`config.mk`:
```
export PLATFORM = sky130hd
export DESIGN_NAME = multi_tap_numpad_letter_entry_unit_flat
export DESIGN_NICKNAME = d
export VERILOG_FILES = /design/src/mtnle_pkg.sv /design/src/mtnle_req_if.sv /design/src/mtnle_rsp_if.sv /design/src/mtnle_step.sv /design/src/multi_tap_numpad_letter_entry_unit.sv /design/src/flat_wrapper.sv
export VERILOG_INCLUDE_DIRS = /design/src /design/src/src
export SDC_FILE = /design/constraint.sdc
export NUM_CORES = 1
export LEC_CHECK = 0
export ABC_CLOCK_PERIOD_IN_PS = 4650
export BUFFER_PORTS_ARGS = -buffer_cell sky130_fd_sc_hd__buf_4
export CORE_MARGIN = 2
export CORE_UTILIZATION = 62
export CTS_BUF_LIST = sky130_fd_sc_hd__clkbuf_4 sky130_fd_sc_hd__clkbuf_8
export DETAILED_ROUTE_END_ITERATION = 10
export MAX_ROUTING_LAYER = met4
export PLACE_DENSITY_LB_ADDON = 0.2
export SYNTH_ARGS = -nofsm -noshare
export SYNTH_HDL_FRONTEND = slang
export SYNTH_SLANG_ARGS = --single-unit
```
`constraint.sdc`:
```
create_clock -name clock -period 4.65 [get_ports clock]
set_clock_uncertainty 0.1 [all_clocks]
set_input_delay 0.2325 -clock clock [delete_from_list [all_inputs] [get_ports clock]]
set_output_delay 0.2325 -clock clock [all_outputs]
set_load 0.1 [all_outputs]
```
`src/assert_macros.svh`:
```
// assertion helpers used by the letter entry unit rtl
`ifndef ASSERT_MACROS_SVH
`define ASSERT_MACROS_SVH

// same-cycle implication, checked on every rising clock edge out of reset
`define CHK_NOW(label, clk, rst, ante, cons) \
   label: assert property (@(posedge clk) disable iff (rst) (ante) |-> (cons)) \
      else $error("assertion failed");

// next-cycle implication
`define CHK_NEXT(label, clk, rst, ante, cons) \
   label: assert property (@(posedge clk) disable iff (rst) (ante) |=> (cons)) \
      else $error("assertion failed");

`endif

```
`src/mtnle_pkg.sv`:
```
`default_nettype none
// ----------------------------------------------------------------------------
// mtnle_pkg
// Types, key codes and letter tables of the multi-tap numpad letter entry unit.
// ----------------------------------------------------------------------------
package mtnle_pkg;

   localparam int CODE_W = 8;
   localparam int IDX_W  = 2;

   localparam logic [CODE_W-1:0] KEY_FIRST  = 8'd71;
   localparam logic [CODE_W-1:0] KEY_LAST   = 8'd82;
   localparam logic [CODE_W-1:0] KEY_GAP    = 8'd74;
   localparam logic [CODE_W-1:0] KEY_LAYOUT = 8'd78;
   localparam logic [CODE_W-1:0] KEY_EMIT   = 8'd82;
   // latin groups on these keys hold four letters
   localparam logic [CODE_W-1:0] KEY_LONG_A = 8'd71;
   localparam logic [CODE_W-1:0] KEY_LONG_B = 8'd73;

   localparam logic [CODE_W-1:0] LAT_TAB [8][4] = '{
      '{8'h1E, 8'h30, 8'h2E, 8'h00},
      '{8'h20, 8'h12, 8'h21, 8'h00},
      '{8'h22, 8'h23, 8'h17, 8'h00},
      '{8'h24, 8'h25, 8'h26, 8'h00},
      '{8'h32, 8'h31, 8'h18, 8'h00},
      '{8'h19, 8'h10, 8'h13, 8'h1F},
      '{8'h14, 8'h16, 8'h2F, 8'h00},
      '{8'h11, 8'h2D, 8'h15, 8'h2C}
   };

   localparam logic [CODE_W-1:0] CYR_TAB [8][4] = '{
      '{8'h21, 8'h33, 8'h20, 8'h16},
      '{8'h26, 8'h14, 8'h27, 8'h19},
      '{8'h30, 8'h10, 8'h13, 8'h25},
      '{8'h2F, 8'h15, 8'h24, 8'h22},
      '{8'h23, 8'h2E, 8'h31, 8'h12},
      '{8'h1E, 8'h1A, 8'h11, 8'h2D},
      '{8'h17, 8'h18, 8'h1B, 8'h1F},
      '{8'h32, 8'h28, 8'h34, 8'h2C}
   };

   typedef struct packed {
      logic              composing;
      logic              latin;
      logic [IDX_W-1:0]  idx;
      logic [CODE_W-1:0] group_key;
   } state_type;

   typedef struct packed {
      logic       hit;
      logic [2:0] grp;
   } group_type;

   function automatic group_type group_of(input logic [CODE_W-1:0] key);
      group_type g;
      g.hit = 1'b1;
      unique case (key)
         8'd80:   g.grp = 3'd0;
         8'd81:   g.grp = 3'd1;
         8'd75:   g.grp = 3'd2;
         8'd76:   g.grp = 3'd3;
         8'd77:   g.grp = 3'd4;
         8'd71:   g.grp = 3'd5;
         8'd72:   g.grp = 3'd6;
         8'd73:   g.grp = 3'd7;
         default: begin
            g.hit = 1'b0;
            g.grp = 3'd0;
         end
      endcase
      return g;
   endfunction

   function automatic logic [CODE_W-1:0] letter_of(input logic [CODE_W-1:0] key,
                                                   input logic [IDX_W-1:0]  idx,
                                                   input logic              latin);
      group_type         g;
      logic              long_grp;
      logic [CODE_W-1:0] letter;
      g        = group_of(key);
      long_grp = (g.grp == 3'd5) || (g.grp == 3'd7);
      if (!g.hit) begin
         letter = '0;
      end else if (latin) begin
         // short latin groups have no fourth letter
         letter = (idx == 2'd3 && !long_grp) ? '0 : LAT_TAB[g.grp][idx];
      end else begin
         letter = CYR_TAB[g.grp][idx];
      end
      return letter;
   endfunction

endpackage
`default_nettype wire

```
`src/mtnle_req_if.sv`:
```
`default_nettype none
// ----------------------------------------------------------------------------
// mtnle_req_if
// Key event channel: valid/ready handshake with one scan-code event per item.
// ----------------------------------------------------------------------------
interface mtnle_req_if;
   logic       valid;
   logic       ready;
   logic [7:0] make_code;
   logic       key_released;
   logic       last_of_batch;

   modport source (output valid, output make_code, output key_released,
                   output last_of_batch, input ready);
   modport sink   (input valid, input make_code, input key_released,
                   input last_of_batch, output ready);
endinterface
`default_nettype wire

```
`src/mtnle_rsp_if.sv`:
```
`default_nettype none
// ----------------------------------------------------------------------------
// mtnle_rsp_if
// Result channel: valid/ready handshake with one translated event per item.
// ----------------------------------------------------------------------------
interface mtnle_rsp_if;
   logic       valid;
   logic       ready;
   logic [7:0] out_code;
   logic       out_released;
   logic       out_last;
   logic [7:0] pending_letter;

   modport source (output valid, output out_code, output out_released,
                   output out_last, output pending_letter, input ready);
   modport sink   (input valid, input out_code, input out_released,
                   input out_last, input pending_letter, output ready);
endinterface
`default_nettype wire

```
`src/mtnle_step.sv`:
```
`default_nettype none
// ----------------------------------------------------------------------------
// mtnle_step
// Translation of one key event: next entry state, passed code, pending letter.
// ----------------------------------------------------------------------------
module mtnle_step (
   input  wire logic                 enabled,
   input  wire mtnle_pkg::state_type cur,
   input  wire logic [7:0]           code,
   input  wire logic                 rel,
   output mtnle_pkg::state_type      nxt,
   output logic [7:0]                out_code,
   output logic [7:0]                pending
);

   logic       numpad;
   logic [2:0] idx_sum;

   assign numpad = (code >= mtnle_pkg::KEY_FIRST) && (code <= mtnle_pkg::KEY_LAST)
                   && (code != mtnle_pkg::KEY_GAP);
   assign idx_sum = {1'b0, cur.idx} + 3'd1;

   always_comb begin
      nxt      = cur;
      out_code = code;
      if (enabled && numpad) begin
         out_code = '0;
         if (cur.composing && code == cur.group_key && rel) begin
            // short latin groups wrap at three
            if (cur.latin && cur.group_key != mtnle_pkg::KEY_LONG_A
                && cur.group_key != mtnle_pkg::KEY_LONG_B) begin
               nxt.idx = (idx_sum >= 3'd3) ? 2'(idx_sum - 3'd3) : idx_sum[1:0];
            end else begin
               nxt.idx = idx_sum[1:0];
            end
         end else if (cur.composing && code == mtnle_pkg::KEY_EMIT) begin
            out_code = mtnle_pkg::letter_of(cur.group_key, cur.idx, cur.latin);
            if (rel) begin
               nxt.composing = 1'b0;
            end
         end else if (code == mtnle_pkg::KEY_LAYOUT && rel) begin
            nxt.latin = ~cur.latin;
         end else if (rel) begin
            nxt.composing = 1'b1;
            nxt.idx       = '0;
            nxt.group_key = code;
         end
      end
   end

   assign pending = nxt.composing
                    ? mtnle_pkg::letter_of(nxt.group_key, nxt.idx, nxt.latin) : '0;

endmodule
`default_nettype wire

```
`src/multi_tap_numpad_letter_entry_unit.sv`:
```
`default_nettype none
// ----------------------------------------------------------------------------
// multi_tap_numpad_letter_entry_unit
// Phone-style multi-tap letter entry on the numpad of a scan-code stream.
// ----------------------------------------------------------------------------
// Takes one key event per item and returns one translated event per item.
// Events are captured in an input register, translated combinationally
// against the entry state and land in a result register, so the unit takes
// an item every cycle while the result register can drain, and a result is
// offered once its item has left the input register; the update of the entry
// state (group key, letter index, layout) with each item sets that rate. The
// input side keeps accepting while a result waits, as long as the result
// register can drain. Write csr_wr_en/csr_wr_data only while idle.
`include "assert_macros.svh"

module multi_tap_numpad_letter_entry_unit (
   input  wire logic    clock,
   input  wire logic    reset,
   input  wire logic    csr_wr_en,
   input  wire logic    csr_wr_data,
   mtnle_req_if.sink    req_bus,
   mtnle_rsp_if.source  rsp_bus
);

   logic                 enabled_ff;
   logic                 in_valid_ff;
   logic [7:0]           in_code_ff;
   logic                 in_rel_ff;
   logic                 in_last_ff;
   mtnle_pkg::state_type state_ff;
   mtnle_pkg::state_type state_in;
   logic                 out_valid_ff;
   logic [7:0]           out_code_ff;
   logic                 out_rel_ff;
   logic                 out_last_ff;
   logic [7:0]           out_pend_ff;
   logic [7:0]           code_in;
   logic [7:0]           pend_in;
   logic                 advance;
   logic                 take;
   logic                 numpad;
   logic                 plain_evt;
   logic                 muted_evt;

   // an item moves on when the result register is free or draining
   assign advance = in_valid_ff && (!out_valid_ff || rsp_bus.ready);
   assign req_bus.ready = !in_valid_ff || advance;
   assign take = req_bus.valid && req_bus.ready;
   assign numpad = (in_code_ff >= mtnle_pkg::KEY_FIRST)
                   && (in_code_ff <= mtnle_pkg::KEY_LAST)
                   && (in_code_ff != mtnle_pkg::KEY_GAP);
   assign plain_evt = advance && (!enabled_ff || !numpad);
   assign muted_evt = advance && enabled_ff && numpad
                      && (in_code_ff != mtnle_pkg::KEY_EMIT);

   mtnle_step u_step (
      .enabled  (enabled_ff),
      .cur      (state_ff),
      .code     (in_code_ff),
      .rel      (in_rel_ff),
      .nxt      (state_in),
      .out_code (code_in),
      .pending  (pend_in)
   );

   always_ff @(posedge clock) begin
      if (reset) begin
         enabled_ff   <= 1'b0;
         in_valid_ff  <= 1'b0;
         out_valid_ff <= 1'b0;
         state_ff     <= '0;
      end else begin
         if (csr_wr_en) begin
            enabled_ff <= csr_wr_data;
         end
         if (take) begin
            in_valid_ff <= 1'b1;
         end else if (advance) begin
            in_valid_ff <= 1'b0;
         end
         if (advance) begin
            out_valid_ff <= 1'b1;
            state_ff     <= state_in;
         end else if (rsp_bus.ready) begin
            out_valid_ff <= 1'b0;
         end
      end
   end

   always_ff @(posedge clock) begin
      if (take) begin
         in_code_ff <= req_bus.make_code;
         in_rel_ff  <= req_bus.key_released;
         in_last_ff <= req_bus.last_of_batch;
      end
      if (advance) begin
         out_code_ff <= code_in;
         out_rel_ff  <= in_rel_ff;
         out_last_ff <= in_last_ff;
         out_pend_ff <= pend_in;
      end
   end

   assign rsp_bus.valid          = out_valid_ff;
   assign rsp_bus.out_code       = out_code_ff;
   assign rsp_bus.out_released   = out_rel_ff;
   assign rsp_bus.out_last       = out_last_ff;
   assign rsp_bus.pending_letter = out_pend_ff;

   // events outside translation come out untouched
   `CHK_NEXT(a_pass_through, clock, reset, plain_evt, rsp_bus.out_code == $past(in_code_ff))
   // numpad events other than the emit key are suppressed
   `CHK_NEXT(a_suppress, clock, reset, muted_evt, rsp_bus.out_code == 8'd0)
   // entry state only moves with an item
   `CHK_NEXT(a_state_hold, clock, reset, !advance, $stable(state_ff))
   // no pending letter while no group is being composed
   `CHK_NOW(a_idle_pending, clock, reset, advance && !state_in.composing, pend_in == 8'd0)

endmodule
`default_nettype wire

```
`src/flat_wrapper.sv`:
```
// flat-port wrapper written by rule: the top's interface ports become plain ports
module multi_tap_numpad_letter_entry_unit_flat 
  (clock, reset, csr_wr_en, csr_wr_data, req_bus_valid, req_bus_make_code, req_bus_key_released, req_bus_last_of_batch, req_bus_ready, rsp_bus_valid, rsp_bus_out_code, rsp_bus_out_released, rsp_bus_out_last, rsp_bus_pending_letter, rsp_bus_ready);
  mtnle_req_if req_bus_i ();
  mtnle_rsp_if rsp_bus_i ();
  input  wire logic clock;
  input  wire logic reset;
  input  wire logic csr_wr_en;
  input  wire logic csr_wr_data;
  input wire logic [$bits(req_bus_i.valid)-1:0] req_bus_valid;
  input wire logic [$bits(req_bus_i.make_code)-1:0] req_bus_make_code;
  input wire logic [$bits(req_bus_i.key_released)-1:0] req_bus_key_released;
  input wire logic [$bits(req_bus_i.last_of_batch)-1:0] req_bus_last_of_batch;
  output wire logic [$bits(req_bus_i.ready)-1:0] req_bus_ready;
  output wire logic [$bits(rsp_bus_i.valid)-1:0] rsp_bus_valid;
  output wire logic [$bits(rsp_bus_i.out_code)-1:0] rsp_bus_out_code;
  output wire logic [$bits(rsp_bus_i.out_released)-1:0] rsp_bus_out_released;
  output wire logic [$bits(rsp_bus_i.out_last)-1:0] rsp_bus_out_last;
  output wire logic [$bits(rsp_bus_i.pending_letter)-1:0] rsp_bus_pending_letter;
  input wire logic [$bits(rsp_bus_i.ready)-1:0] rsp_bus_ready;
  assign req_bus_i.valid = req_bus_valid;
  assign req_bus_i.make_code = req_bus_make_code;
  assign req_bus_i.key_released = req_bus_key_released;
  assign req_bus_i.last_of_batch = req_bus_last_of_batch;
  assign req_bus_ready = req_bus_i.ready;
  assign rsp_bus_valid = rsp_bus_i.valid;
  assign rsp_bus_out_code = rsp_bus_i.out_code;
  assign rsp_bus_out_released = rsp_bus_i.out_released;
  assign rsp_bus_out_last = rsp_bus_i.out_last;
  assign rsp_bus_pending_letter = rsp_bus_i.pending_letter;
  assign rsp_bus_i.ready = rsp_bus_ready;
  multi_tap_numpad_letter_entry_unit u_core (.clock(clock), .reset(reset), .csr_wr_en(csr_wr_en), .csr_wr_data(csr_wr_data), .req_bus(req_bus_i), .rsp_bus(rsp_bus_i));
endmodule
```
Word level (Yosys, flattened, before mapping)
Memories as Yosys holds them, arrays and structs flattened.
Cells that the tools add are included.
Widths: inputs -> output; s select.
{ "word_totals": {"ff_bits": 43, "mem_bits_ro": 1024, "input_bits": 16, "out_inout_bits": 20, "elab_cells": 142, "n_memories": 4} }
{ "memory_table": {"columns": ["name", "depth", "width", "rd", "rd_ports_with_merged_regs", "wr", "line", "rtl"], "rows": [
  ["(no name shown)", 8, 32, 1, 0, 0, "mtnle_pkg.sv:88", "letter = CYR_TAB[g.grp][idx];"],
  ["(no name shown)", 8, 32, 1, 0, 0, "mtnle_pkg.sv:86", "letter = (idx == 2'd3 && !long_grp) ? '0 : LAT_TAB[g.grp][idx];"],
  ["(no name shown)", 8, 32, 1, 0, 0, "mtnle_pkg.sv:88", null],
  ["(no name shown)", 8, 32, 1, 0, 0, "mtnle_pkg.sv:86", null]
]} }
{ "classes": {"add_sub_neg": 2, "n_lt_le_gt_ge": 7, "n_eq_ne": 28, "n_mux": 56, "n_bitwise": 5, "n_reduce_logical": 26} }
{ "op_table": {"columns": ["op", "n"], "rows": [
  ["$mux 32", 8],
  ["$eq 8x7->1 const B", 18],
  ["$mux 8", 17],
  ["$bmux 8 s2", 4],
  ["$pmux 3 s7", 2],
  ["$ne 8x7->1 const B", 3],
  ["$mux 10", 2],
  ["$reduce_or 8->1", 2],
  ["$mux 1", 14],
  ["$logic_and 1x1->1", 13],
  ["$eq 3x3->1 const B", 4],
  ["$mux 12", 1],
  ["$mux 11", 1],
  ["$mux 3", 3],
  ["$eq 8x8->1", 1],
  ["$ge 4x4->1 const B", 2],
  ["$ge 8x7->1 const B", 1],
  ["$le 8x7->1 const B", 1],
  ["$mux 2", 4],
  ["$not 3->4", 2],
  ["$ge 3x3->1 const B", 2],
  ["$not 2->3", 2],
  ["$eq 2x2->1 const B", 2],
  ["$logic_not 1->1", 4],
  ["7 further kinds", 11]
]} }

Depth between registers and ports, before layout
{ "logic_depth": {"ltp_word": 18, "mapped_depth": 15, "ltp_nobuf": 13} }

Modules after synthesis
From an unflattened synthesis, not the netlist that was laid out.
{ "unflattened": {"cells_unflattened": 493, "hier_area_um2": 4102.7} }
{ "by_module_without_submodules": {"columns": ["module", "n_inst", "cells_per_inst", "area_per_inst_um2", "seq_area_each_um2"], "rows": [
  ["mtnle_step", 1, 400, 2591.2, 0.0],
  ["multi_tap_numpad_letter_entry_unit", 1, 93, 1511.4, 1141.1]
]} }

Worst setup path before layout
Ideal clock, no wire load.
{ "synth_path": {"path_type": "register -> register", "start": "reg u_core.in_code_ff[4]", "end": "reg u_core.out_pend_ff[1], in the netlist u_core.rsp_bus.pending_letter[1], data pin", "setup_time_ns": 0.265, "arrival_ns": 3.079, "required_time_ns": 4.285, "setup_slack_ns": 1.207, "stages_incl_launch_ff": 15, "n_path_buf": 3, "period_less_slack_ns": 3.443, "cell_sequence": "edfxtp_1 buf_6 or3b_4 a211oi_2 and2_4 buf_6 a21oi_2 and3_1 ha_1 clkbuf_1 inv_1 xnor2_1 a22oi_1 o2111ai_1 o31ai_1"} }
{ "synth_via": {"elab_chain_cells": 17, "elab_cells_between_ends": 57, "classes_between": "2 x order compare; 15 x eq/ne; 24 x mux; 2 x bitwise; 12 x reduce/logical; 2 x memory"} }
{ "synth_rtl": {"columns": ["element", "line", "rtl"], "rows": [
  ["start, declared", "multi_tap_numpad_letter_entry_unit.sv:27", "logic [7:0] in_code_ff;"],
  ["start signal, assigned", "multi_tap_numpad_letter_entry_unit.sv:92", "in_code_ff <= req_bus.make_code;"],
  ["parallel branches: the longest is 5 deep, another holds $ge 8x7->1", null, null],
  ["$mux 12 (*)", "mtnle_step.sv:26", "if (enabled && numpad) begin"],
  ["$eq 8x7->1", "mtnle_pkg.sv:57", "unique case (key)"],
  ["$pmux 3 s7", "mtnle_pkg.sv:57", null],
  ["$not 3->4 (not written as such)", "mtnle_pkg.sv:86, mtnle_pkg.sv:88", null],
  ["$mem_v2 8x32", null, null],
  ["$mux 32 (not written as such) (2 in a row)", "mtnle_pkg.sv:86", null],
  ["$bmux 8 s2", "mtnle_pkg.sv:86", null],
  ["$mux 8 (not written as such) (2 in a row)", "mtnle_pkg.sv:86", null],
  ["$mux 8", "mtnle_pkg.sv:86", null],
  ["$mux 8", "mtnle_pkg.sv:84", "end else if (latin) begin"],
  ["end signal, assigned", "multi_tap_numpad_letter_entry_unit.sv:100", "out_pend_ff <= pend_in;"],
  ["end, declared", "multi_tap_numpad_letter_entry_unit.sv:36", "logic [7:0] out_pend_ff;"]
]} }
Mark *: on every way between the ends. The select of a mux whose other input is x is not followed.
A chain may end at the register's enable or synchronous reset.

Worst setup path in the final report
{ "layout_path": {"start": "reg u_core.in_code_ff[3]", "end": "reg u_core.out_pend_ff[1], in the netlist u_core.rsp_bus.pending_letter[1], data pin"} }
The elaborated chain is that of the path after synthesis.

==> impl_metrics.env <==
export IMPL_status="finished clean"
export IMPL_area_growth_pct=7.500
export IMPL_r2r_cells=12
export IMPL_yosys_most_used_dff="edfxtp_1"
export IMPL_finalSetupTns_ps=0
export IMPL_min_from="req_bus_make_code[2]"
export IMPL_yosys_top_cells_area="edfxtp_1 21%, dfxtp_1 7.9%, ha_1 5.9%, a21oi_1 5.8%, nor2_1 4.4%"
export IMPL_syn_inst=459
export IMPL_power_uw=906.3
export IMPL_wl_per_cell_um=17.97
export IMPL_grt_ovfl_total=0
export IMPL_rsz0062_at_grt="false"
export IMPL_yosysTopAreaCellShare_pct=20.53
export IMPL_die_h_um=82.33
export IMPL_antennaDiodeCount=0
export IMPL_critPathMaxFanout=19
export IMPL_vias=3720
export IMPL_first_pass_iters=7
export IMPL_clk_pin_slew_ps=90
export IMPL_p_per_area_mw_per_mm2=221.6
export IMPL_p_leak_nw=1.582
export IMPL_r2r_start="u_core.in_code_ff[3]"
export IMPL_cts_buffer_depth=2
export IMPL_core_area_mm2=0.005921
export IMPL_grt_use_total_pct=31.12
export IMPL_port_buffers=33
export IMPL_endpoint_kind="flip-flop"
export IMPL_rr_endpoint="u_core.rsp_bus.pending_letter[1]"
export IMPL_final_setup_viol_count=0
export IMPL_worst_slack_ps=735.2
export IMPL_seqPwrFrac_pct=46.9
export IMPL_fin_crit_ps=3915
export IMPL_internal_power_uw=622.0
export IMPL_period_share_pct=84.19
export IMPL_multi_input_area_mm2=0.002467
export IMPL_wl_mm=9.740
export IMPL_viasPerCell=6.863
export IMPL_min_path_cells=1
export IMPL_drt_iter0_drc=556
export IMPL_cts_root_buffer="clkbuf_8"
export IMPL_worstSkewPairLatency_ps=300
export IMPL_dp_hpwl_mm=6.999
export IMPL_start_util_pct=64.24
export IMPL_cts_buffers=5
export IMPL_cts_resized=0
export IMPL_drc=0
export IMPL_maxSlewHeadroom_pct=20.28
export IMPL_yosysWarnings=0
export IMPL_cts_htree_levels=2
export IMPL_hold_class="primary input to flip-flop"
export IMPL_grt_pass1_vias=3394
export IMPL_drt_antenna_violating_nets=0
export IMPL_antenna_found_initial=0
export IMPL_syn_area_mm2=0.003804
export IMPL_cts_tree="yes"
export IMPL_power_frac_comb_pct=21.4
export IMPL_syn_avg_cell_area_um2=8.287
export IMPL_ff2ff_setup_slack_ps=740
export IMPL_worst_endpoint_arrival_ps=3860
export IMPL_hold_viol=0
export IMPL_grt_pass1_wl_mm=15.89
export IMPL_path_class="flip-flop to flip-flop"
export IMPL_cap_viol_max_count=0
export IMPL_worst_pin_slew_ps=1190
export IMPL_switchingPower_uw=284.3
export IMPL_swShare_pct=31.37
export IMPL_cts_sinks=41
export IMPL_gp_congestion=0.9831
export IMPL_register_area_mm2=0.001081
export IMPL_whs_endpoint="u_core.in_code_ff[2]"
export IMPL_clock_fmax_mhz=255.4
export IMPL_clkPwrFrac_pct=31.7
export IMPL_synth_edf_count=26
export IMPL_fin_util_pct=69.06
export IMPL_ys_types=84
export IMPL_die_x_um=82.33
export IMPL_start_kind="flip-flop"
export IMPL_seq_area_frac_synth_pct=28.42
export IMPL_fin_nets=500
export IMPL_synth_top_cell_by_area="edfxtp_1"
export IMPL_synthArstFlopShare_pct=0
export IMPL_pin_count=36
export IMPL_dieArea_mm2=0.006777
export IMPL_ir_worst_vdd_mv=0.2111
export IMPL_drive_gt1_share_pct=15.20
export IMPL_cp_required_ps=4600
export IMPL_report_final_slew_viol_count=0
export IMPL_dp_slack_ps=866.3
export IMPL_rows=28
export IMPL_num_fill_cells=501
export IMPL_ys_ff_latch=41
export IMPL_grt_max_degree=27
cell usage after synthesis, types with 4 or more instances:
| master | instances |
|---|---|
| and2_1 | 4 |
| edfxtp_1 | 26 |
| nand3_1 | 6 |
| o31ai_1 | 10 |
| nor3_1 | 19 |
| xnor2_1 | 4 |
| buf_4 | 4 |
| and3_1 | 4 |
| mux2i_1 | 10 |
| o22ai_1 | 7 |
| a21oi_1 | 44 |
| buf_6 | 5 |
| o211ai_1 | 7 |
| nor2b_1 | 7 |
| nor2_1 | 45 |
| clkbuf_1 | 19 |
| xor2_1 | 9 |
| inv_1 | 14 |
| nand2_1 | 40 |
| ha_1 | 18 |
| nor3b_1 | 7 |
| buf_2 | 8 |
| a211oi_1 | 8 |
| a31oi_1 | 5 |
| o21ai_0 | 26 |
| dfxtp_1 | 15 |
| nand2b_1 | 6 |
placed cells by master (no fill, tap or decap), drive strengths merged, types with 14 or more instances in the layout:
master	Yosys	layout
a21oi	47	47
dfxtp	15	15
buf	19	36
inv	14	14
o21ai	28	28
nor3	20	20
ha	18	18
nand2	41	41
nor2	45	45
edfxtp	26	26
power by group through the flow:
stage | combinational [mW] | sequential (mW) | clock (mW)
after detailed placement | 0.190 | 0.433 | 0
after floorplan | 0.116 | 0.469 | 0
final | 0.194 | 0.425 | 0.287
after global routing | 0.208 | 0.428 | 0.304
after CTS | 0.191 | 0.425 | 0.291
after global placement | 0.186 | 0.432 | 0
final cells by class:
class | count | share of cell area [%]
Tap cell | 75 | 2.295
Clock inverter | 3 | 1.010
Timing Repair Buffer | 37 | 6.854
Clock buffer | 5 | 1.683
Multi-Input combinational cell | 366 | 60.34
Inverter | 15 | 1.377
Sequential cell | 41 | 26.44
how the worst max path moves through the flow:
stage / from / endpoint / depth (start not counted)
after CTS: u_core.in_code_ff[3] / u_core.rsp_bus.pending_letter[1] / 12
after global placement: u_core.in_code_ff[3] / u_core.rsp_bus.pending_letter[5] / 12
after global routing: u_core.in_code_ff[3] / u_core.rsp_bus.pending_letter[1] / 12
after floorplan: u_core.in_code_ff[4] / u_core.rsp_bus.pending_letter[1] / 14
final: u_core.in_code_ff[3] / u_core.rsp_bus.pending_letter[1] / 12
after detailed placement: u_core.in_code_ff[3] / u_core.rsp_bus.pending_letter[1] / 12
through the flow:
stage / area (um2) / hold slack [ps] / cells
6_report: 4089 / 6.045 / 542
5_1_grt: 4089 / 1.304 / 542
4_1_cts: 4079 / 1.403 / 541
3_5_place_dp: 3969 / 307.2 / 533
3_3_place_gp: 3969 / 304.5 / 533
2_1_floorplan: 3807 / 205.3 / 460
cells by family (layout without fill, tap and decap cells):
group           Yosys count  in the layout  synth area share (%)
other cells               1              2               0.09859
mux                      13             13                 4.112
xor+xnor                 13             13                 2.993
flops                    41             41                 28.42
simple gates            160            160                 21.84
compound gates          160            160                 29.74
fa+ha+maj                18             18                 5.921
buf+inv                  53             60                 6.875
registers in the layout, indices dropped and copies added (netlist names):
register / count
u_core.rsp_bus.pending_letter: 6
u_core.in_code_ff: 8
u_core.rsp_bus.valid: 1
u_core.in_last_ff: 1
u_core.rsp_bus.out_code: 8
u_core.state_ff: 12
u_core.enabled_ff: 1
u_core.in_valid_ff: 1
u_core.rsp_bus.out_last: 1
u_core.in_rel_ff: 1
u_core.rsp_bus.out_released: 1
per-layer routing:
metal / up-vias / global-route usage (%) / wire [um]
met4: 0 / 13.67 / 370
li1: 1717 / - / -
met2: 265 / 50.00 / 4615
met5: - / - / 0
met3: 51 / 4.783 / 926
met1: 1687 / 38.77 / 3827
timing repair:
action                                  in CTS  in global routing
hold buffers                                 0                  1
buffers inserted                             0                  0
endpoints found under the setup margin       0                  0
endpoints found under the hold margin        0                  1
worst max-delay path: stages (launching register included):
cell and delay, ps:
edfxtp_1 720, a21oi_1 90, or3b_4 420, a211oi_2 430, and2_4 320, a21oi_2 90
and3_1 230, ha_1 470, inv_1 110, xnor2_1 170, a22oi_1 90, o2111ai_1 270
o31ai_1 130
Note: power is estimated with default switching activity, not from simulation.
